**src/sv/sld_pkg.sv**
```systemverilog
`timescale 1ns / 1ps
// sld_pkg: shared types, codes and constants of the LZ decompressor.
// No dependencies.
package sld_pkg;

    localparam int WINDOW_BYTES     = 2048;
    localparam int BYTES_PER_RESULT = 8;
    localparam int HEADER_BYTES     = 6;
    localparam int WIN_AW           = $clog2(WINDOW_BYTES);

    typedef struct packed {
        logic [7:0] in_byte;
        logic       in_last;
    } t_in_item;

    typedef struct packed {
        logic [63:0] out_data;
        logic [3:0]  out_count;
        logic        run_last;
        logic        stream_done;
        logic [1:0]  status;
    } t_out_item;

    localparam logic [1:0] ST_OK       = 2'd0;
    localparam logic [1:0] ST_TRUNC    = 2'd1;
    localparam logic [1:0] ST_PRESTART = 2'd2;

    // token kinds passed from the classifier to the executor
    typedef enum logic [2:0] {
        TK_NONE = 3'd0,
        TK_HDR  = 3'd1,
        TK_END  = 3'd2,
        TK_LIT  = 3'd3,
        TK_COPY = 3'd4
    } t_tok_kind;

    typedef struct packed {
        t_tok_kind  kind;
        logic [7:0] tbyte;
        logic [2:0] hidx;
        logic       more;
        logic [11:0] span;
        logic [8:0] len;
        logic       last;
    } t_token;

endpackage

```
**src/sv/sld_fifo.sv**
```systemverilog
`timescale 1ns / 1ps
// sld_fifo: two-entry token queue between parser and executor.
// Depends on sld_pkg.
module sld_fifo (
    input  logic            i_clk,
    input  logic            i_rst_n,
    input  logic            i_push,
    input  sld_pkg::t_token i_data,
    output logic            o_full,
    input  logic            i_pop,
    output logic            o_valid,
    output sld_pkg::t_token o_head
);
    sld_pkg::t_token r_mem [2];
    logic            r_wp, r_rp;
    logic [1:0]      r_cnt;

    assign o_full  = (r_cnt == 2'd2);
    assign o_valid = (r_cnt != 2'd0);
    assign o_head  = r_mem[r_rp];

    always_ff @(posedge i_clk) begin
        if (i_push) begin
            r_mem[r_wp] <= i_data;
        end
    end

    always_ff @(posedge i_clk) begin
        if (!i_rst_n) begin
            r_wp  <= 1'b0;
            r_rp  <= 1'b0;
            r_cnt <= '0;
        end else begin
            if (i_push) r_wp <= ~r_wp;
            if (i_pop)  r_rp <= ~r_rp;
            r_cnt <= r_cnt + {1'b0, i_push} - {1'b0, i_pop};
        end
    end
endmodule

```
**config.mk**
```make
export PLATFORM = sky130hd
export DESIGN_NAME = sld_fifo
export DESIGN_NICKNAME = d
export VERILOG_FILES = /design/src/sv/sld_pkg.sv /design/src/sv/sld_fifo.sv
export SDC_FILE = /design/constraint.sdc
export NUM_CORES = 1
export LEC_CHECK = 0
export ABC_AREA = 1
export BUFFER_PORTS_ARGS = -buffer_cell sky130_fd_sc_hd__buf_2
export CORE_MARGIN = 2
export CORE_UTILIZATION = 47
export DETAILED_ROUTE_END_ITERATION = 10
export PLACE_DENSITY = 0.72
export SETUP_SLACK_MARGIN = 0.1
export SYNTH_ARGS = -nofsm -noshare
export SYNTH_HDL_FRONTEND = slang
export SYNTH_SLANG_ARGS = --single-unit
```
**constraint.sdc**
```tcl
create_clock -name i_clk -period 3.55 [get_ports i_clk]
set_input_delay 0.71 -clock i_clk [delete_from_list [all_inputs] [get_ports i_clk]]
set_output_delay 0.71 -clock i_clk [all_outputs]
set_load 0.01 [all_outputs]
```
* Word-level counts from Yosys, hierarchy flattened
Memory sizes are Yosys's and may differ from the RTL's. A register that Yosys moved wholly into a read port is not among the register bits.
Index checks and enable logic that the tools add are counted.
** Word-level totals
- Logic and storage cells :: 14
- Memories :: 1
- Register bits after elaboration :: 4
- Output and inout bits :: 39
- RAM bits :: 74
- Input port bits :: 41
** Operators by class
- Add/sub/neg operators :: 2
- Bitwise operators :: 2
- Mux-type cells :: 4
- Equal/unequal tests :: 1
- Reductions and logical operators :: 1
** Memories
- r_mem :: words 2, bits a word 37, rd ports 1, clocked after memory_dff 1, write ports 1, line sld_fifo.sv:14 : sld_pkg::t_token r_mem [2];
** Operators with widths (count)
- 2-to-1 mux 1 bit :: 4
- adder 2 x 1 -> 2 bit :: 1
- equality test 2 bit (second input constant) :: 1
- NOT 1 bit :: 2
- nonzero test 2 bit :: 1
- subtractor 2 x 1 -> 2 bit :: 1

* Longest topological paths before layout
- Depth after elaboration :: 3
- Gate-level depth with buffers :: 9
- Mapped depth without buffers :: 9

* Worst setup path after synthesis
OpenSTA, ideal clock, no wires.
- Kind :: input port to flip-flop
- Start point :: input port i_push
- End point :: memory r_mem[0][0] (netlist name), enable pin
- Data arrival time :: 2308 ps
- Buffers on the path :: 0
- Data required time :: 3118 ps
- Library setup time :: 432 ps
- Stages :: 2
- Slack :: 810 ps
- Cells stage by stage :: inv_1 -> nor2_1
** On the way
- Word-level cells in the longest chain between the ends :: 2
** RTL lines
- start: declaration :: line sld_fifo.sv:7 : input logic i_push,
- 2-to-1 mux 1 bit :: line sld_fifo.sv:23 : if (i_push) begin
- 2-to-1 mux 1 bit (implied by the code) :: line sld_fifo.sv:24 : r_mem[r_wp] <= i_data;
- end: declaration :: line sld_fifo.sv:14
No other way between the ends.

==> metrics.cfg <==
[floorplan]
floorplan.initialDensity_pct = 48.28
row_count = 29
boundaryPins = 80
die_w_um = 84.53
die_y_um = 84.53
core_mm2 = 0.006314
die_area_mm2 = 0.007145

[clocking]
cts_root_buf = clkbuf_8
clk_pin_slew_ps = 80
cts_buffers = 9
clockBufferDepth = 2
cts_resized = 0
cts_tree = yes
h-tree-depth = 3
clock_sinks = 79
insertion_delay_ps = 340
postCtsHoldBufs = 0
post-cts-setup-buffer-count = 0

[setup_path]
cp-end-kind = output port
r2r_end = r_mem[1][4]
r2r-start = r_wp
crit_path_top_delay_cell = dfxtp_2
r2r_cells = 3
rrSetupSlack_ps = 1860
critical_path_class = flip-flop to output port
arrival_ps = 1950
critPathMaxStageDelay_ps = 710
critPathCapture = o_head[2]
crit_path_max_fanout = 19
required_ps = 2840
worstPathCellList = buf_4 -> mux2_2 -> buf_2
start_kind = flip-flop

[timing]
timing_hold_violations_final = 0
period_share_pct = 74.86
skew_ps = 4.664
fmax_mhz = 376.3
tightest_slew_ps = 741.1
setup_viol_count_final = 0
grt_setup_unrepaired = false
period_minus_slack_ps = 2658
final.setup.tns_ps = 0
slew-limit-headroom_pct = 50.48
worst_hold_slack_ps = 514.2
drv_slew = 0

[place]
placed_area_mm2 = 0.003507
gp_congestion = 0.6605
dp_hpwl_um = 3375
io_buffers = 79

[power]
swShare_pct = 22.42
leakage_nw = 1.507
clockPowerShare_pct = 32.7
p_switching_w = 0.0004363
p_seq_share_pct = 56.4
internal_power_w = 0.001510
ir_worst_vdd_v = 0.0003076
p_comb_share_pct = 11.0
p_per_area_mw_per_mm2 = 525.3
design_power_total_w = 0.001946

[route]
drc_errors = 0
first_pass_iters = 4
ant_nets = 0
num_vias = 1526
first_iter_violations = 50
wl_um = 4884
wire_per_inst_um = 15.26
viasPerCell = 4.769

[synth]
yosys_warnings = 0
yosysTopAreaCellShare_pct = 72.91
synth-seq-area-share_pct = 76.19
yosysTopAreaCell = edfxtp_1
syn_inst = 148
synth_area_leaders = edfxtp_1, mux2_4, dfxtp_1
ys_ff_latch = 79
synthDistinctLibCells = 12
syn-num-nets = 191
syn_area_mm2 = 0.003048
syn_avg_cell_area_um2 = 20.59

[global_routing]
grt_max_degree = 26
overflow = 0
grt_pass1_vias = 1606
grt_pass1_wl_um = 7583
track_usage_pct = 14.39
antenna_found_initial = 0

[finish]
final_util_pct = 58.68
diodes = 0
layout.nets = 281
most-common-layout-cells = buf_2, edfxtp_1, mux2_4
syn_to_final_growth_pct = 21.55
final_common_cell = buf_2
design_area_mm2 = 0.003705
drive_above_1_share_pct = 56.79

[worst_hold_path]
hold_path.class = flip-flop to flip-flop

[run]
max_cap_viol_count = 0

[outcome]
status = complete, no violations

state kept, by name, indices dropped and copies added (netlist names), named ones only:
name,flops
r_rp,1
r_cnt,2
r_mem,74
r_wp,1
worst min-delay path by stage:
stage | from | endpoint | cells past startpoint
floorplan | r_rp | flip-flop | 2
global placement | r_rp | r_rp | 2
detailed placement | r_rp | r_rp | 2
CTS | r_rp | r_rp | 2
global route | i_data[11] | r_mem[1][11] | 1
finish | r_rp | r_rp | 2
metrics by stage:
step	worst slack (ps)	cells
floorplan	810.2	148
global placement	1231	304
finish	892.5	320
CTS	843.0	320
detailed placement	1229	304
global route	774.8	320
layout make-up:
| type | instances | area (µm²) |
|---|---|---|
| Sequential cell | 79 | 2323 |
| Clock inverter | 7 | 73.82 |
| Fill cell | 532 | 2609 |
| Inverter | 7 | 26.28 |
| Multi-Input combinational cell | 58 | 635.6 |
| Clock buffer | 9 | 123.9 |
| Tap cell | 77 | 96.34 |
| Timing Repair Buffer | 83 | 425.4 |
synthesized netlist by cell type (all sizes together):
| master | instances |
|---|---|
| inv | 7 |
| edfxtp | 74 |
| dfxtp | 5 |
| nand3 | 1 |
| nor2 | 8 |
| ha | 2 |
| buf | 4 |
| nand2 | 9 |
| mux2 | 37 |
| a21oi | 1 |
power by group through the flow:
stage / Combinational, W / Sequential (W) / Clock, W
after floorplan: 0.000147 / 0.00111 / 0
after global placement: 0.000212 / 0.00112 / 0
after detailed placement: 0.000216 / 0.00112 / 0
after CTS: 0.000217 / 0.00110 / 0.000657
after global routing: 0.000234 / 0.00110 / 0.000693
final: 0.000213 / 0.00110 / 0.000636
critical path: cells and delay by family, from the launching register on:
| family | cells | cell delay, ps |
|---|---|---|
| buf+inv | 2 | 530 |
| flops | 1 | 710 |
| mux | 1 | 370 |
kinds of logic (layout without fill, tap and decap cells):
kind of cell | count (synthesis) | after routing | synth area share (%)
flops | 79 | 79 | 76.19
mux | 37 | 37 | 17.36
compound gates | 1 | 1 | 0.1640
fa+ha+maj | 2 | 2 | 0.8209
buf+inv | 11 | 106 | 3.202
simple gates | 18 | 18 | 2.258
routing by layer:
| layer | global-route usage [%] | part of all wire [%] | vias to the layer above |
|---|---|---|---|
| met5 | 0 | 0 | - |
| met3 | 3.540 | 4.4 | 9 |
| met2 | 24.70 | 54 | 42 |
| met1 | 16.18 | 39 | 741 |
| met4 | 8.658 | 1.9 | 0 |
| li1 | - | - | 734 |
No activity file was read; power rests on OpenSTA's default activity.
