===== src/sv/sld_pkg.sv =====
`timescale 1ns / 1ps
// sld_pkg: shared types, codes and constants of the LZ decompressor.
// No dependencies.
package sld_pkg;

    localparam int WINDOW_BYTES     = 2048;
    localparam int BYTES_PER_RESULT = 8;
    localparam int HEADER_BYTES     = 6;
    localparam int WIN_AW           = $clog2(WINDOW_BYTES);

    typedef struct packed {
        logic [7:0] in_byte;
        logic       in_last;
    } t_in_item;

    typedef struct packed {
        logic [63:0] out_data;
        logic [3:0]  out_count;
        logic        run_last;
        logic        stream_done;
        logic [1:0]  status;
    } t_out_item;

    localparam logic [1:0] ST_OK       = 2'd0;
    localparam logic [1:0] ST_TRUNC    = 2'd1;
    localparam logic [1:0] ST_PRESTART = 2'd2;

    // token kinds passed from the classifier to the executor
    typedef enum logic [2:0] {
        TK_NONE = 3'd0,
        TK_HDR  = 3'd1,
        TK_END  = 3'd2,
        TK_LIT  = 3'd3,
        TK_COPY = 3'd4
    } t_tok_kind;

    typedef struct packed {
        t_tok_kind  kind;
        logic [7:0] tbyte;
        logic [2:0] hidx;
        logic       more;
        logic [11:0] span;
        logic [8:0] len;
        logic       last;
    } t_token;

endpackage


===== src/sv/sld_front.sv =====
`timescale 1ns / 1ps
// sld_front: parses the compressed byte stream into tokens for the executor.
// Depends on sld_pkg.
module sld_front (
    input  logic             i_clk,
    input  logic             i_rst_n,
    input  logic             i_fire,
    input  sld_pkg::t_in_item i_item,
    output sld_pkg::t_token  o_tok
);
    typedef enum logic [5:0] {
        PH_HDR    = 6'b000001,
        PH_CMD    = 6'b000010,
        PH_REFLO  = 6'b000100,
        PH_REFEXT = 6'b001000,
        PH_LITEXT = 6'b010000,
        PH_LIT    = 6'b100000
    } t_phase;

    t_phase     r_phase, n_phase;
    logic [2:0] r_hidx, n_hidx;
    logic [8:0] r_pend, n_pend;
    logic [2:0] r_offhi, n_offhi;
    logic [7:0] r_offlo, n_offlo;
    logic [7:0] b;
    logic [4:0] run_n;

    assign b = i_item.in_byte;
    assign run_n = {1'b0, ~b[3:0]} + 5'd1;

    always_comb begin
        n_phase = r_phase;
        n_hidx  = r_hidx;
        n_pend  = r_pend;
        n_offhi = r_offhi;
        n_offlo = r_offlo;
        o_tok       = '0;
        o_tok.kind  = sld_pkg::TK_NONE;
        o_tok.tbyte = b;
        o_tok.hidx  = r_hidx;
        o_tok.last  = i_item.in_last;
        unique case (r_phase)
            PH_CMD: begin
                if (!b[4]) begin
                    n_offhi = b[7:5];
                    n_pend  = {5'd0, b[3:0]} + 9'd3;
                    n_phase = PH_REFLO;
                end else if (b == 8'hFF) begin
                    o_tok.kind = sld_pkg::TK_END;
                end else begin
                    n_pend  = {4'd0, run_n};
                    n_phase = (run_n == 5'd16) ? PH_LITEXT : PH_LIT;
                end
            end
            PH_REFLO: begin
                n_offlo = b;
                if (r_pend == 9'd18) begin
                    n_phase = PH_REFEXT;
                end else begin
                    o_tok.kind = sld_pkg::TK_COPY;
                    o_tok.span = 12'd2048 - {1'b0, r_offhi, 8'd0} - {4'd0, b};
                    o_tok.len  = r_pend;
                    n_phase    = PH_CMD;
                end
            end
            PH_REFEXT: begin
                o_tok.kind = sld_pkg::TK_COPY;
                o_tok.span = 12'd2048 - {1'b0, r_offhi, 8'd0} - {4'd0, r_offlo};
                o_tok.len  = 9'd18 + {1'b0, b};
                n_phase    = PH_CMD;
            end
            PH_LITEXT: begin
                n_pend  = r_pend + {1'b0, b};
                n_phase = PH_LIT;
            end
            PH_LIT: begin
                n_pend = (r_pend != 9'd0) ? r_pend - 9'd1 : 9'd0;
                o_tok.kind = sld_pkg::TK_LIT;
                o_tok.more = (n_pend != 9'd0);
                if (n_pend == 9'd0) begin
                    n_phase = PH_CMD;
                end
            end
            default: begin
                o_tok.kind = sld_pkg::TK_HDR;
                n_hidx = r_hidx + 3'd1;
                if (n_hidx == 3'(sld_pkg::HEADER_BYTES)) begin
                    n_phase = PH_CMD;
                end
            end
        endcase
        // every stream ends at its last byte: start over with a header
        if (i_item.in_last) begin
            n_phase = PH_HDR;
            n_hidx  = '0;
            n_pend  = '0;
            n_offhi = '0;
            n_offlo = '0;
        end
    end

    always_ff @(posedge i_clk) begin
        if (!i_rst_n) begin
            r_phase <= PH_HDR;
            r_hidx  <= '0;
            r_pend  <= '0;
            r_offhi <= '0;
            r_offlo <= '0;
        end else if (i_fire) begin
            r_phase <= n_phase;
            r_hidx  <= n_hidx;
            r_pend  <= n_pend;
            r_offhi <= n_offhi;
            r_offlo <= n_offlo;
        end
    end
endmodule


===== config.mk =====
export PLATFORM = sky130hd
export DESIGN_NAME = sld_front
export DESIGN_NICKNAME = d
export VERILOG_FILES = /design/src/sv/sld_pkg.sv /design/src/sv/sld_front.sv
export SDC_FILE = /design/constraint.sdc
export NUM_CORES = 1
export LEC_CHECK = 0
export BUFFER_PORTS_ARGS = -buffer_cell sky130_fd_sc_hd__buf_2
export CAP_MARGIN = 15
export CORE_MARGIN = 2
export CORE_UTILIZATION = 55
export CTS_BUF_LIST = sky130_fd_sc_hd__clkbuf_16
export CTS_CLUSTER_SIZE = 16
export DETAILED_ROUTE_END_ITERATION = 12
export GPL_TIMING_DRIVEN = 1
export HOLD_SLACK_MARGIN = 0.05
export PLACE_DENSITY = 0.78
export SLEW_MARGIN = 40
export SYNTH_ARGS = -nofsm -noshare
export SYNTH_HDL_FRONTEND = slang
export SYNTH_SLANG_ARGS = --single-unit

===== constraint.sdc =====
create_clock -name i_clk -period 4.2 [get_ports i_clk]
set_input_delay 1.26 -clock i_clk [delete_from_list [all_inputs] [get_ports i_clk]]
set_output_delay 1.26 -clock i_clk [all_outputs]
set_load 0.1 [all_outputs]

# After elaboration in Yosys (flattened, before gate mapping)

Index checks and enable logic that the tools add are counted.

Add/sub/neg operators: 9
Equality and inequality tests: 13
Multiplexer cells: 27
Bitwise logic cells: 1
Reductions and logical operators: 13

Operator list:

| kind                   | count |
|---|---|
| $pmux 21 s2            | 1 |
| $mux 6                 | 6 |
| $mux 9                 | 4 |
| $pmux 6 s5             | 1 |
| $pmux 9 s3             | 1 |
| $sub 12x8->12          | 2 |
| $mux 21                | 1 |
| $mux 3                 | 6 |
| $reduce_bool 9->1      | 2 |
| $mux 8                 | 2 |
| $pmux 3 s5             | 1 |
| $sub 12x11->12 const A | 1 |
| $add 5x8->9 const A    | 1 |
| $add 9x8->9            | 1 |
| $eq 9x5->1 const B     | 1 |
| $logic_not 9->1        | 1 |
| $sub 9x1->9 const B    | 1 |
| $eq 8x8->1 const B     | 1 |
| $reduce_bool 7->1      | 1 |
| $eq 6x2->1 const B     | 1 |
| $eq 6x3->1 const B     | 1 |
| $eq 6x4->1 const B     | 1 |
| $eq 6x5->1 const B     | 1 |
| $eq 6x6->1 const B     | 1 |
| 19 further kinds       | 23 |

Bits in registers: 29
Output and inout bits: 37

# Longest topological paths before layout

Gate-level depths: netlist of run 1.

Word-level depth: 8
Depth in mapped cells: 10
Gate-level depth less buffers: 9

# Worst setup path after synthesis of run 1

Ideal clock, no wire load.

Path type: input -> output
Start point: input i_item[4] (netlist bit)
End point: output o_tok[9] (netlist bit)
Arrival time: 4.267 ns
Setup slack: -1.327 ns
Stages: 4
Path buffers: 1
Cell sequence: clkbuf_1 -> and3_1 -> o21ai_0 -> o32ai_1

RTL lines:

| element     | line           | text |
|---|---|---|
| from (decl) | sld_front.sv:8 | `input sld_pkg::t_in_item i_item,` |
| to (decl)   | sld_front.sv:9 | `output sld_pkg::t_token o_tok` |

==> results of run 1 <==
[logic make-up (layout without fill, tap and decap cells)]
kind of cell	count (synthesis)	in the layout	share of synthesized area, %
xor+xnor	30	30	8.68
compound gates	108	108	24.4
simple gates	147	147	25.8
buf+inv	51	99	9.38
flops	29	29	19.2
mux	10	10	3.31
fa+ha+maj	22	22	9.34
[worst reg2reg max path, stage by stage (launching register included)]
cell and delay (ps):
dfxtp_1 470, inv_1 170, ha_1 370, xnor2_1 180, nand4_1 110, a21o_1 190
a211o_1 320, or4_4 590, a21bo_1 210
[power breakdown]
group	internal (W)	leakage (nW)	total (W)	switching (W)
logic	0.0000782	1.30	0.000232	0.000154
registers	0.000281	0.235	0.000291	0.00000942
clock network	0.000214	0.0687	0.000339	0.000126
[area by class of cell]
class / count / area [um2]
sequential: 29 / 581
timing repair buffer: 73 / 638
fill: 428 / 1570
inverter: 18 / 67.6
multi-input combinational: 317 / 2320
clock buffer: 5 / 125
tap: 72 / 90.1
clock inverter: 3 / 12.5
[final timing paths]
path | end | slack, ps | cells past startpoint
worst max-delay path | o_tok[19] | 60 | 8
worst max register to register | r_phase[0]$_SDFFE_PN1P_ | 1470 | 8
worst min register to register | r_offlo[0]$_SDFFE_PN0P_ | 470 | 2
worst min-delay path | r_offlo[0]$_SDFFE_PN0P_ | 470 | 2
[per-stage QoR]
stage | setup WS, ps | instances | total power, W
after global placement | -39.3 | 508 | 0.000517
after CTS | 1.82 | 516 | 0.000864
after detailed placement | -49.4 | 508 | 0.000522
after floorplan | -326 | 397 | 0.000473
after global routing | -37.1 | 517 | 0.000894
final | 57.1 | 517 | 0.000863
[synth_stat cells, types with 11 or more instances]
cell type | count | share of area, %
xnor2_1 | 15 | 4.3
inv_1 | 18 | 2.2
buf_4 | 11 | 2.7
xor2_1 | 15 | 4.3
a21oi_1 | 26 | 4.3
o22ai_1 | 12 | 2.5
nand3_1 | 11 | 1.8
ha_1 | 21 | 8.7
nand2_1 | 45 | 5.6
clkbuf_1 | 15 | 1.9
dfxtp_1 | 29 | 19
nor2_1 | 29 | 3.6
[what timing repair did]
item / 4_1_cts / 5_1_grt
endpoints found under the setup margin: 3 / 4
resized for setup: 4 / 4
pin swaps: 1 / 1
setup buffers: 0 / 1
[flip-flops by register name (all words and copies together) (netlist names)]
| name | count |
|---|---|
| r_hidx | 3 |
| r_offhi | 3 |
| r_offlo | 8 |
| r_pend | 9 |
| r_phase | 6 |
[routing by layer]
| metal | vias up | global-route usage, % |
|---|---|---|
| met1 | 1544 | 35.8 |
| met3 | 25 | 5.98 |
| li1 | 1537 | - |
| met4 | 0 | 12.5 |
| met5 | - | 0 |
| met2 | 125 | 49.8 |
==> summary.txt, run 1 <==
Clocking
  – Clock sink count: 29
  – Worst skew pair latency: ~280 ps
  – Post-CTS Hold Buffers: 0
  – Clock transition at path regs: approximately 50 ps
  – Clk root buf: clkbuf_16
  – Clock Tree Buf Depth: 2
  – CTS Buf Count: 5
  – CTS tree: done
  – H-tree depth: 2

Route
  – Met3 WL: around 560 um
  – First DRT Iteration DRCs: slightly above 200
  – Met2 Routed Length: between 4 and 5 mm
  – # DRC: 0
  – Antenna Nets Post-Route: 0
  – Met1 wire length: about 3.7 mm
  – Top Layer Used: met4
  – Vias: between 3000 and 4000
  – First-pass DRT Iterations: 5
  – Vias per cell: 6.25
  – Routed WL per cell: 16.8 um
  – Post-Route WL: between 8 and 9 mm

Setup path
  – Startpoint types: input pin
  – Crit path launch: i_item[5]
  – Req. time, crit path: around 2900 ps
  – Max incr delay on CP: 560 ps
  – Critical path arrival: 2880 ps
  – Crit path max-delay family: simple AND/OR/NAND/NOR gates
  – Ordered list of cells on the worst path: buf_2 > or4_4 > or2_1 > nor2_2 > o22ai_1 > a21oi_2 > a31oi_4 > buf_12
  – Reg-to-reg critical path startpoint: r_pend[0]$_SDFFE_PN0P_
  – WP buf/inv: 2
  – Worst Path Max Fanout: 3
  – Critical path capture point type: output pin
  – Critical-path top delay cell: or4_4
  – Setup CP Type: input pin to output pin

Min path
  – Hold Path Class: flip-flop to flip-flop
  – Min-delay src: r_offlo[0]$_SDFFE_PN0P_

STA
  – Max Clk Rate: approximately 240 MHz
  – Worst-Margin Slew: approximately 800 ps
  – Minimum clock period: approximately 4100 ps
  – Fin. Hold Viols: 0
  – Setup TNS: 0 ps
  – Skew final: between 4 and 5 ps
  – Max-slew headroom: a little under half
  – Final worst-path cycle share: about 100%
  – Worst hold slack: 466 ps
  – RSZ-0062 raised after global routing: yes
  – Slew Limit Fails: 0
  – Setup-failing EPs final: 0

Synth
  – Sequential area share after synthesis: between 10% and 20%
  – Prevailing post-synth register cell: dfxtp_1
  – Synth warn: 0
  – Net Count, Synth: 431
  – Flop and latch count out of synthesis: 29
  – Library cells used by synthesis: 71
  – Avg Cell Area, Syn: between 7 and 8 um2
  – Synthesized area: ~3000 um2
  – Post-synth ARST share: 0%
  – Mapped Cells: 397
  – Post-synth EDFFs: 0

Global route
  – Initial antenna violation count: 0
  – First-pass GRT wire length: 14.5 mm
  – Vias in the first global route: between 3000 and 4000
  – Largest net degree at the start of global routing: 24
  – Total GRT Usage: a little under 30%
  – Global route total overflow: 0

Cells and area
  – Synth-to-Final Area Change: 26.7%
  – Final Instance Area: between 3000 and 4000 um2
  – # diodes: 0
  – Most frequent cells in the layout: 45 x nand2_1, 34 x buf_2, 29 x dfxtp_1, 27 x nor2_1, 25 x buf_4
  – Layout cells sized above 1: 25.2%
  – Final core occ: a little under three quarters
  – Layout Nets: roughly 480
  – Commonest non-fill, non-tap cell in the layout: nand2_1

Die
  – Die Span X: slightly below 80 um
  – FP Rows: 27
  – Area of the die: slightly above 6000 um2
  – Core area: ~5400 um2
  – I/O pins: 49
  – Chip height: roughly 80 um
  – Initial Utilization: around 56%

Place
  – PortBufs: 48
  – HPWL after DPL: 6.59 mm
  – Placed Area: 3660 um2
  – GPL Wtd Cong: roughly 0.94

Power and ir drop
  – Pwr/cell area: around 220 nW/um2
  – Peak supply drop: ~0.15 mV
  – Leak Pwr: ~1.6 nW

Status
  – Status: finished, final reports clean

Run
  – Max cap viols: 0
Note: power is estimated with default switching activity, not from simulation.
==> run 2, diff against run 1 <==
--- a/config.mk
+++ b/config.mk
@@ -8,13 +8,13 @@
 export BUFFER_PORTS_ARGS = -buffer_cell sky130_fd_sc_hd__buf_2
 export CAP_MARGIN = 15
 export CORE_MARGIN = 2
-export CORE_UTILIZATION = 55
+export CORE_UTILIZATION = 58
 export CTS_BUF_LIST = sky130_fd_sc_hd__clkbuf_16
 export CTS_CLUSTER_SIZE = 16
 export DETAILED_ROUTE_END_ITERATION = 12
 export GPL_TIMING_DRIVEN = 1
 export HOLD_SLACK_MARGIN = 0.05
-export PLACE_DENSITY = 0.78
+export PLACE_DENSITY = 0.82
 export SLEW_MARGIN = 40
 export SYNTH_ARGS = -nofsm -noshare
 export SYNTH_HDL_FRONTEND = slang
==> constraint.sdc (replaced) <==
create_clock -name i_clk -period 4.47 [get_ports i_clk]
set_input_delay 1.341 -clock i_clk [delete_from_list [all_inputs] [get_ports i_clk]]
set_output_delay 1.341 -clock i_clk [all_outputs]
set_load 0.1 [all_outputs]
==> run 2 against run 1 <==
  * Sequential power down 6%
  * Critical path type unchanged
  * Critical path depth did not move
  * Worst hold slack gained 14 ps
  * Count of clock-buffer cells in the layout stayed put
  * Global-route usage increased by 1.2 points
  * Flip-flop and latch count did not move
  * Worst setup slack better by 9.1 ps
==> summary.txt, run 2 (synthesized netlist as in run 1, its figures left out) <==
Setup path
  – Max incr delay on CP: 590 ps (+30 ps)
  – Worst r2r dst: r_phase[0]$_SDFFE_PN1P_
  – Setup CP Type: input pin to output pin
  – WP buf/inv: 2 (unchanged)
  – R2R Setup Slk: 1680 ps (+210 ps)
  – Req. time, crit path: 3130 ps (+190 ps)
  – Worst r2r path cells: 8 (unchanged)
  – Critical path capture point type: output pin
  – Critical path arrival: 3060 ps (+180 ps)
  – Startpoint types: input pin
  – Reg-to-reg critical path startpoint: r_pend[0]$_SDFFE_PN0P_
  – Ordered list of cells on the worst path: buf_2 > or4_1 > or2_1 > nor2_2 > o22ai_1 > a21oi_2 > a31oi_4 > buf_12
  – Critical-path top delay cell: or4_1
  – Worst Path Max Fanout: 3 (unchanged)
  – Crit path max-delay family: simple AND/OR/NAND/NOR gates

Status
  – Status: finished, final reports clean

Die
  – Die Span X: 76.2 um (-2.5%)
  – Initial Utilization: 59.6% (+3.6 points)
  – FP Rows: 26 (-3.7%)
  – Chip height: 76.2 um (-2.5%)
  – Area of the die: 5810 um2 (-4.9%)
  – Core area: 5070 um2 (-6.1%)
  – I/O pins: 49 (unchanged)

STA
  – Fin worst setup slack: 66.3 ps (+9.13 ps)
  – Setup TNS: 0 ps (unchanged)
  – Max-slew headroom: 48.9% (+2.1 points)
  – Final worst-path cycle share: 98.5%
  – Slew Limit Fails: 0 (unchanged)
  – Worst-Margin Slew: 765 ps (-31.4 ps)
  – Skew final: 2.59 ps (-1.59 ps)
  – Max Clk Rate: about 230 MHz
  – Minimum clock period: 4400 ps
  – Worst hold slack: 480 ps (+14.1 ps)
  – Fin. Hold Viols: 0 (unchanged)
  – Setup-failing EPs final: 0 (unchanged)

Min path
  – Hold depth: 2 (unchanged)
  – Worst Hold End: r_offlo[1]$_SDFFE_PN0P_
  – Hold Path Class: flip-flop to flip-flop
  – Min-delay src: r_offlo[1]$_SDFFE_PN0P_

Cells and area
  – Layout Nets: 466 (-2.5%)
  – Most frequent cells in the layout: 45 x nand2_1, 37 x buf_2, 29 x dfxtp_1, 27 x nor2_1, 23 x a21oi_1
  – Multi-input gate area: 2320 um2 (about the same)
  – # fillers: 411 (-4.0%)
  – Largest register FFs: 9 (unchanged)
  – Layout cells sized above 1: 23.1% (-2.1 points)
  – Largest Register: r_pend
  – Commonest non-fill, non-tap cell in the layout: nand2_1
  – Synth-to-Final Area Change: 22.2%
  – Register area: 581 um2 (unchanged)
  – Top flop regs: r_pend: 9 flops, r_offlo: 8 flops, r_phase: 6 flops
  – # diodes: 0 (unchanged)
  – Layout Cells excl Fill: 503 (-2.7%)

Clocking
  – Clock sink count: 29 (unchanged)
  – Clk root buf: clkbuf_16
  – Clock Tree Buf Depth: 2 (unchanged)
  – CTS Buf Count: 5 (unchanged)
  – CTS tree: done
  – H-tree depth: 2 (unchanged)
  – Post-CTS Hold Buffers: 0 (unchanged)
  – Clock transition at path regs: 50 ps (about the same)
  – Worst skew pair latency: 270 ps (about the same)

Power and ir drop
  – Peak supply drop: 0.251 mV (+66%)
  – Leak Pwr: 1.55 nW (-3.3%)
  – Pwr/cell area: 218 nW/um2 (-3.0%)
  – Final Total Pwr: 0.000806 W (-6.5%)

Run
  – Max cap viols: 0 (unchanged)

Global route
  – First-pass GRT wire length: 14.6 mm (+0.24%)
  – Total GRT Usage: 30.5% (+1.2 points)
  – Vias in the first global route: 3034 (-2.4%)
  – Global route total overflow: 0 (unchanged)
  – Largest net degree at the start of global routing: 24 (unchanged)
  – Initial antenna violation count: 0 (unchanged)

Route
  – Vias per cell: 6.45 (+3.2%)
  – Antenna Nets Post-Route: 0 (unchanged)
  – Post-Route WL: 8.91 mm (+2.3%)
  – First DRT Iteration DRCs: 250 (+23%)
  – Routed WL per cell: 17.7 um (+5.2%)
  – # DRC: 0 (unchanged)
  – Vias: 3244 (+0.40%)
  – First-pass DRT Iterations: 4 (-1)

Place
  – HPWL after DPL: 6.61 mm (+0.33%)
  – PortBufs: 48 (unchanged)
  – Post-place setup slack: 11.6 ps (+61.0 ps)
  – GPL Wtd Cong: 0.933 (-0.67%)
  – Inst Count DP: 495 (-2.6%)
-- run 2: repair_timing --
action,4_1_cts,5_1_grt
gates resized for setup,0,6
buffers inserted,0,0
endpoints found under the setup margin,0,3
-- run 2: worst max path at each step --
stage,start,endpoint,slack (ps),cells past startpoint
5_1_grt,i_item[4],o_tok[21],-9,8
2_1_floorplan,i_item[4],o_tok[9],-230,4
6_report,i_item[4],o_tok[19],70,8
4_1_cts,i_item[4],o_tok[19],8,8
3_3_place_gp,i_item[4],o_tok[19],50,8
3_5_place_dp,i_item[4],o_tok[19],10,8
-- run 2: tightest hold or removal path, cell delays in order, from the launching register on --
cell     delay [ps]
dfxtp_1         310
nand2_1          60
a21oi_1          60
-- run 2: cell type report --
class	instances	area share (%)
Tap cell	70	2.37
Sequential cell	29	15.7
Multi-Input combinational cell	317	62.7
Clock buffer	5	3.38
Clock inverter	3	0.372
Inverter	18	1.83
Timing Repair Buffer	61	13.6
-- run 2: where the power goes --
| group | internal [W] | switching [W] |
|---|---|---|
| registers | 0.000264 | 0.00000933 |
| clock network | 0.000202 | 0.000115 |
| logic | 0.0000710 | 0.000145 |
-- run 2: stage by stage --
stage | cell area (um2) | utilization (%)
2_1_floorplan | 3170 | -
3_3_place_gp | 3530 | 69.5
3_5_place_dp | 3530 | 69.5
4_1_cts | 3670 | 72.2
5_1_grt | 3700 | 72.9
6_report | 3700 | 72.9
-- run 2: metal layers --
layer  vias to the layer above  part of all wire [%]  track usage, %
li1                       1513                     -               -
met1                      1533                    41            38.9
met2                       175                    49            51.8
met3                        23                   7.8            4.27
met4                         0                   2.5            12.5
met5                         -                     0               0
==> run 3, diff against run 2 <==
--- a/config.mk
+++ b/config.mk
@@ -5,6 +5,7 @@
 export SDC_FILE = /design/constraint.sdc
 export NUM_CORES = 1
 export LEC_CHECK = 0
+export ABC_AREA = 1
 export BUFFER_PORTS_ARGS = -buffer_cell sky130_fd_sc_hd__buf_2
 export CAP_MARGIN = 15
 export CORE_MARGIN = 2
==> run 3 against run 2 <==
  * Sequential share of layout area rose by 0.069 points
  * Combinational power rose by 20%
  * Global-route usage rose by 1.1 points
  * Final area fell by 0.44%
  * Clock power rose by 20%
  * Worst setup slack improved by 130 ps
  * Utilization fell by 0.32 points
  * Cell count rose by 19%
  * Sequential power rose by 3%
  * Clock skew rose by 3.5 ps
  * Die area fell by 0.43%
  * Critical path type unchanged
==> summary.txt, run 3 <==
Route
  – Routed WL per cell: 15.1 um (-15%)
  – # DRC: 0 (unchanged)
  – Vias: 3422 (+5.5%)
  – Vias per cell: 5.72 (-11%)
  – First DRT Iteration DRCs: 294 (+18%)
  – First-pass DRT Iterations: 5 (+1)
  – Antenna Nets Post-Route: 0 (unchanged)
  – Post-Route WL: 9.05 mm (+1.6%)

Die
  – FP Rows: 26 (unchanged)
  – I/O pins: 49 (unchanged)
  – Core area: 5070 um2 (unchanged)
  – Die Span X: 76.1 um (-0.22%)
  – Chip height: 76.1 um (-0.22%)
  – Initial Utilization: 59.4% (-0.27 points)
  – Area of the die: 5790 um2 (-0.43%)

Min path
  – Worst Hold End: r_phase[2]$_SDFFE_PN0P_
  – Hold depth: 2 (unchanged)
  – Hold Path Class: flip-flop to flip-flop
  – Min-delay src: r_phase[2]$_SDFFE_PN0P_

Clocking
  – CTS Buf Count: 5 (unchanged)
  – Clk root buf: clkbuf_16
  – H-tree depth: 2 (unchanged)
  – Clock transition at path regs: 50 ps (about the same)
  – CTS tree: done
  – Worst skew pair latency: 270 ps (about the same)
  – Clock Tree Buf Depth: 2 (unchanged)
  – Clock sink count: 29 (unchanged)

Global route
  – Initial antenna violation count: 0 (unchanged)
  – Global route total overflow: 0 (unchanged)
  – Largest net degree at the start of global routing: 19 (-21%)
  – First-pass GRT wire length: 15.1 mm (+3.4%)
  – Vias in the first global route: 3308 (+9.0%)
  – Total GRT Usage: 31.7% (+1.1 points)

Power and ir drop
  – Logic pwr share: 28.2% (+1.4 points)
  – Clk pwr share: 41.2% (+1.9 points)
  – Leak Pwr: 1.72 nW (+11%)
  – NetSw: 0.000320 W (+19%)
  – Pwr/cell area: 250 nW/um2 (+15%)
  – Sequential Power Share: 30.6% (-3.3 points)
  – Peak supply drop: 0.143 mV (-43%)
  – Internal: 0.000599 W (+12%)
  – Switching Fraction: 34.8% (+1.4 points)

Cells and area
  – Largest register FFs: 9 (unchanged)
  – Top flop regs: r_pend: 9 flops, r_offlo: 8 flops, r_phase: 6 flops
  – Layout Cells excl Fill: 598 (+19%)
  – Layout cells sized above 1: 19.5% (-3.6 points)
  – Largest Register: r_pend
  – Synth-to-Final Area Change: 22.2% (about the same)
  – Layout Nets: 561 (+20%)
  – Final core occ: 72.5% (-0.32 points)
  – # fillers: 446 (+8.5%)
  – Final Instance Area: 3680 um2 (-0.44%)
  – Commonest non-fill, non-tap cell in the layout: nand2_1
  – # diodes: 0 (unchanged)
  – Most frequent cells in the layout: 98 x nand2_1, 58 x inv_1, 57 x nor2_1, 37 x buf_2, 36 x nand3_1

Setup path
  – Critical-path top delay cell: ha_1
  – Critical path capture point type: output pin
  – Critical path arrival: 2940 ps (-120 ps)
  – Most used cell, CP: nor2_1
  – R2R Setup Slk: 2330 ps (+650 ps)
  – Worst r2r dst: r_phase[0]$_SDFFE_PN1P_
  – Setup CP Type: input pin to output pin
  – Worst r2r path cells: 13 (+5)
  – Worst Path Max Fanout: 5 (+2)
  – Max incr delay on CP: 200 ps (-390 ps)
  – Reg-to-reg critical path startpoint: r_pend[0]$_SDFFE_PN0P_
  – Req. time, crit path: 3130 ps (about the same)
  – Ordered list of cells on the worst path: buf_2 > inv_2 > ha_1 > nand2_1 > nor2_1 > nand3_1 > nor2_1 > nand2_1 > nor2_1 > o21ai_0 > o211ai_1 > o31ai_2 > buf_12
  – WP buf/inv: 3 (+1)
  – Crit path max-delay family: simple AND/OR/NAND/NOR gates
  – Startpoint types: input pin

Place
  – Post-place setup slack: 91.2 ps (+79.6 ps)
  – PortBufs: 48 (unchanged)
  – HPWL after DPL: 7.10 mm (+7.4%)
  – GPL Wtd Cong: 0.989 (+5.9%)
  – Placed Area: 3510 um2 (-0.50%)
  – Inst Count DP: 590 (+19%)

Run
  – Max cap viols: 0 (unchanged)

Synth
  – Library cells used by synthesis: 48 (-32%)
  – Area contributors post-synth: dfxtp_1 19%, nand2_1 12%, ha_1 8.7%, inv_1 7.2%, nor2_1 7.1%
  – Sequential area share after synthesis: 19.3% (+0.088 points)
  – Prevailing post-synth register cell: dfxtp_1
  – Post-synth EDFFs: 0 (unchanged)
  – Post-synth ARST share: 0% (unchanged)
  – Net Count, Synth: 517 (+20%)
  – Mapped Cells: 483 (+22%)
  – Share of the synthesized area in the top cell type: 19.3% (+0.088 points)
  – Synth warn: 0 (unchanged)
  – Post-synth top area cell: dfxtp_1
  – Most common cell in the netlist: nand2_1
  – Avg Cell Area, Syn: 6.24 um2 (-18%)
  – Flop and latch count out of synthesis: 29 (unchanged)
  – Most frequent cells after synthesis: 98 x nand2_1, 58 x inv_1, 57 x nor2_1
  – Synthesized area: 3010 um2 (-0.45%)

STA
  – Fin. Hold Viols: 0 (unchanged)
  – Worst-Margin Slew: 616 ps (-149 ps)
  – Final worst-path cycle share: 95.7% (-2.8 points)
  – Setup-failing EPs final: 0 (unchanged)
  – Skew final: 6.07 ps (+3.47 ps)
  – Setup TNS: 0 ps (unchanged)
  – Fin worst setup slack: 192 ps (+126 ps)
  – Slew Limit Fails: 0 (unchanged)
  – Max-slew headroom: 58.5% (+9.6 points)
  – Minimum clock period: 4280 ps (-126 ps)
  – RSZ-0062 raised after global routing: no
  – Max Clk Rate: 234 MHz (+2.9%)

Status
  – Status: finished, final reports clean
-- run 3: power by group through the flow --
stage	sequential (W)	clock, W	combinational (W)
after floorplan	0.000297	0	0.000190
after global placement	0.000286	0	0.000247
after detailed placement	0.000286	0	0.000253
after CTS	0.000281	0.000381	0.000255
after global routing	0.000283	0.000397	0.000285
final	0.000281	0.000379	0.000259
-- run 3: worst max-delay path by stage --
stage,start,end,slack (ps),cells past startpoint
after detailed placement,i_item[2],o_tok[19],90,11
after CTS,i_item[2],o_tok[19],90,11
after global routing,i_item[2],o_tok[20],10,13
after global placement,i_item[2],o_tok[19],130,11
final,i_item[2],o_tok[20],190,13
after floorplan,i_item[2],o_tok[6],-160,6
-- run 3: worst reg2reg max path, stage by stage, from the launching register on --
cell and delay (ps):
dfxtp_1 320, inv_1 220, ha_1 270, nand2_1 70, nor2_1 220, nand3_1 100, nand3_1 120, nand2_1 60
nor2_1 110, nand2_1 100, nand3_2 70, nand3_2 140, nand2_1 110, nand3_1 80
-- run 3: area by class of cell --
cell class              instances  area, um2  area share, %
inverters                      64        245           6.66
multi-input cells             371       2140           58.1
repair buffers                 56        465           12.6
clock buffers                   5        125           3.40
well taps                      70       87.6           2.38
clock inverters                 3       37.5           1.02
flip-flops and latches         29        581           15.8
-- run 3: per-layer routing --
metal	vias to the layer above	share of wire, %	global-route usage (%)
met5	-	0	0
met4	0	2.7	11.8
met3	26	6.5	3.91
met2	141	49	56.4
met1	1561	42	39.1
li1	1694	-	-
-- run 3: repair_timing --
action,CTS,global route
setup endpoints to repair,0,3
setup buffers,0,0
hold buffers,0,0
gates resized for setup,0,3
-- run 3: cell families (layout without fill, tap and decap cells) --
group | after synthesis | count (layout) | synth area share (%)
compound gates | 110 | 110 | 21.6
xor+xnor | 8 | 8 | 2.33
fa+ha+maj | 22 | 22 | 9.39
buf+inv | 83 | 128 | 12.2
flops | 29 | 29 | 19.3
simple gates | 231 | 231 | 35.3
-- run 3: metrics by stage --
step,power [W],hold WS [ps]
after floorplan,0.000487,453
after CTS,0.000916,487
final,0.000919,490
after global placement,0.000532,475
after detailed placement,0.000539,480
after global routing,0.000965,511
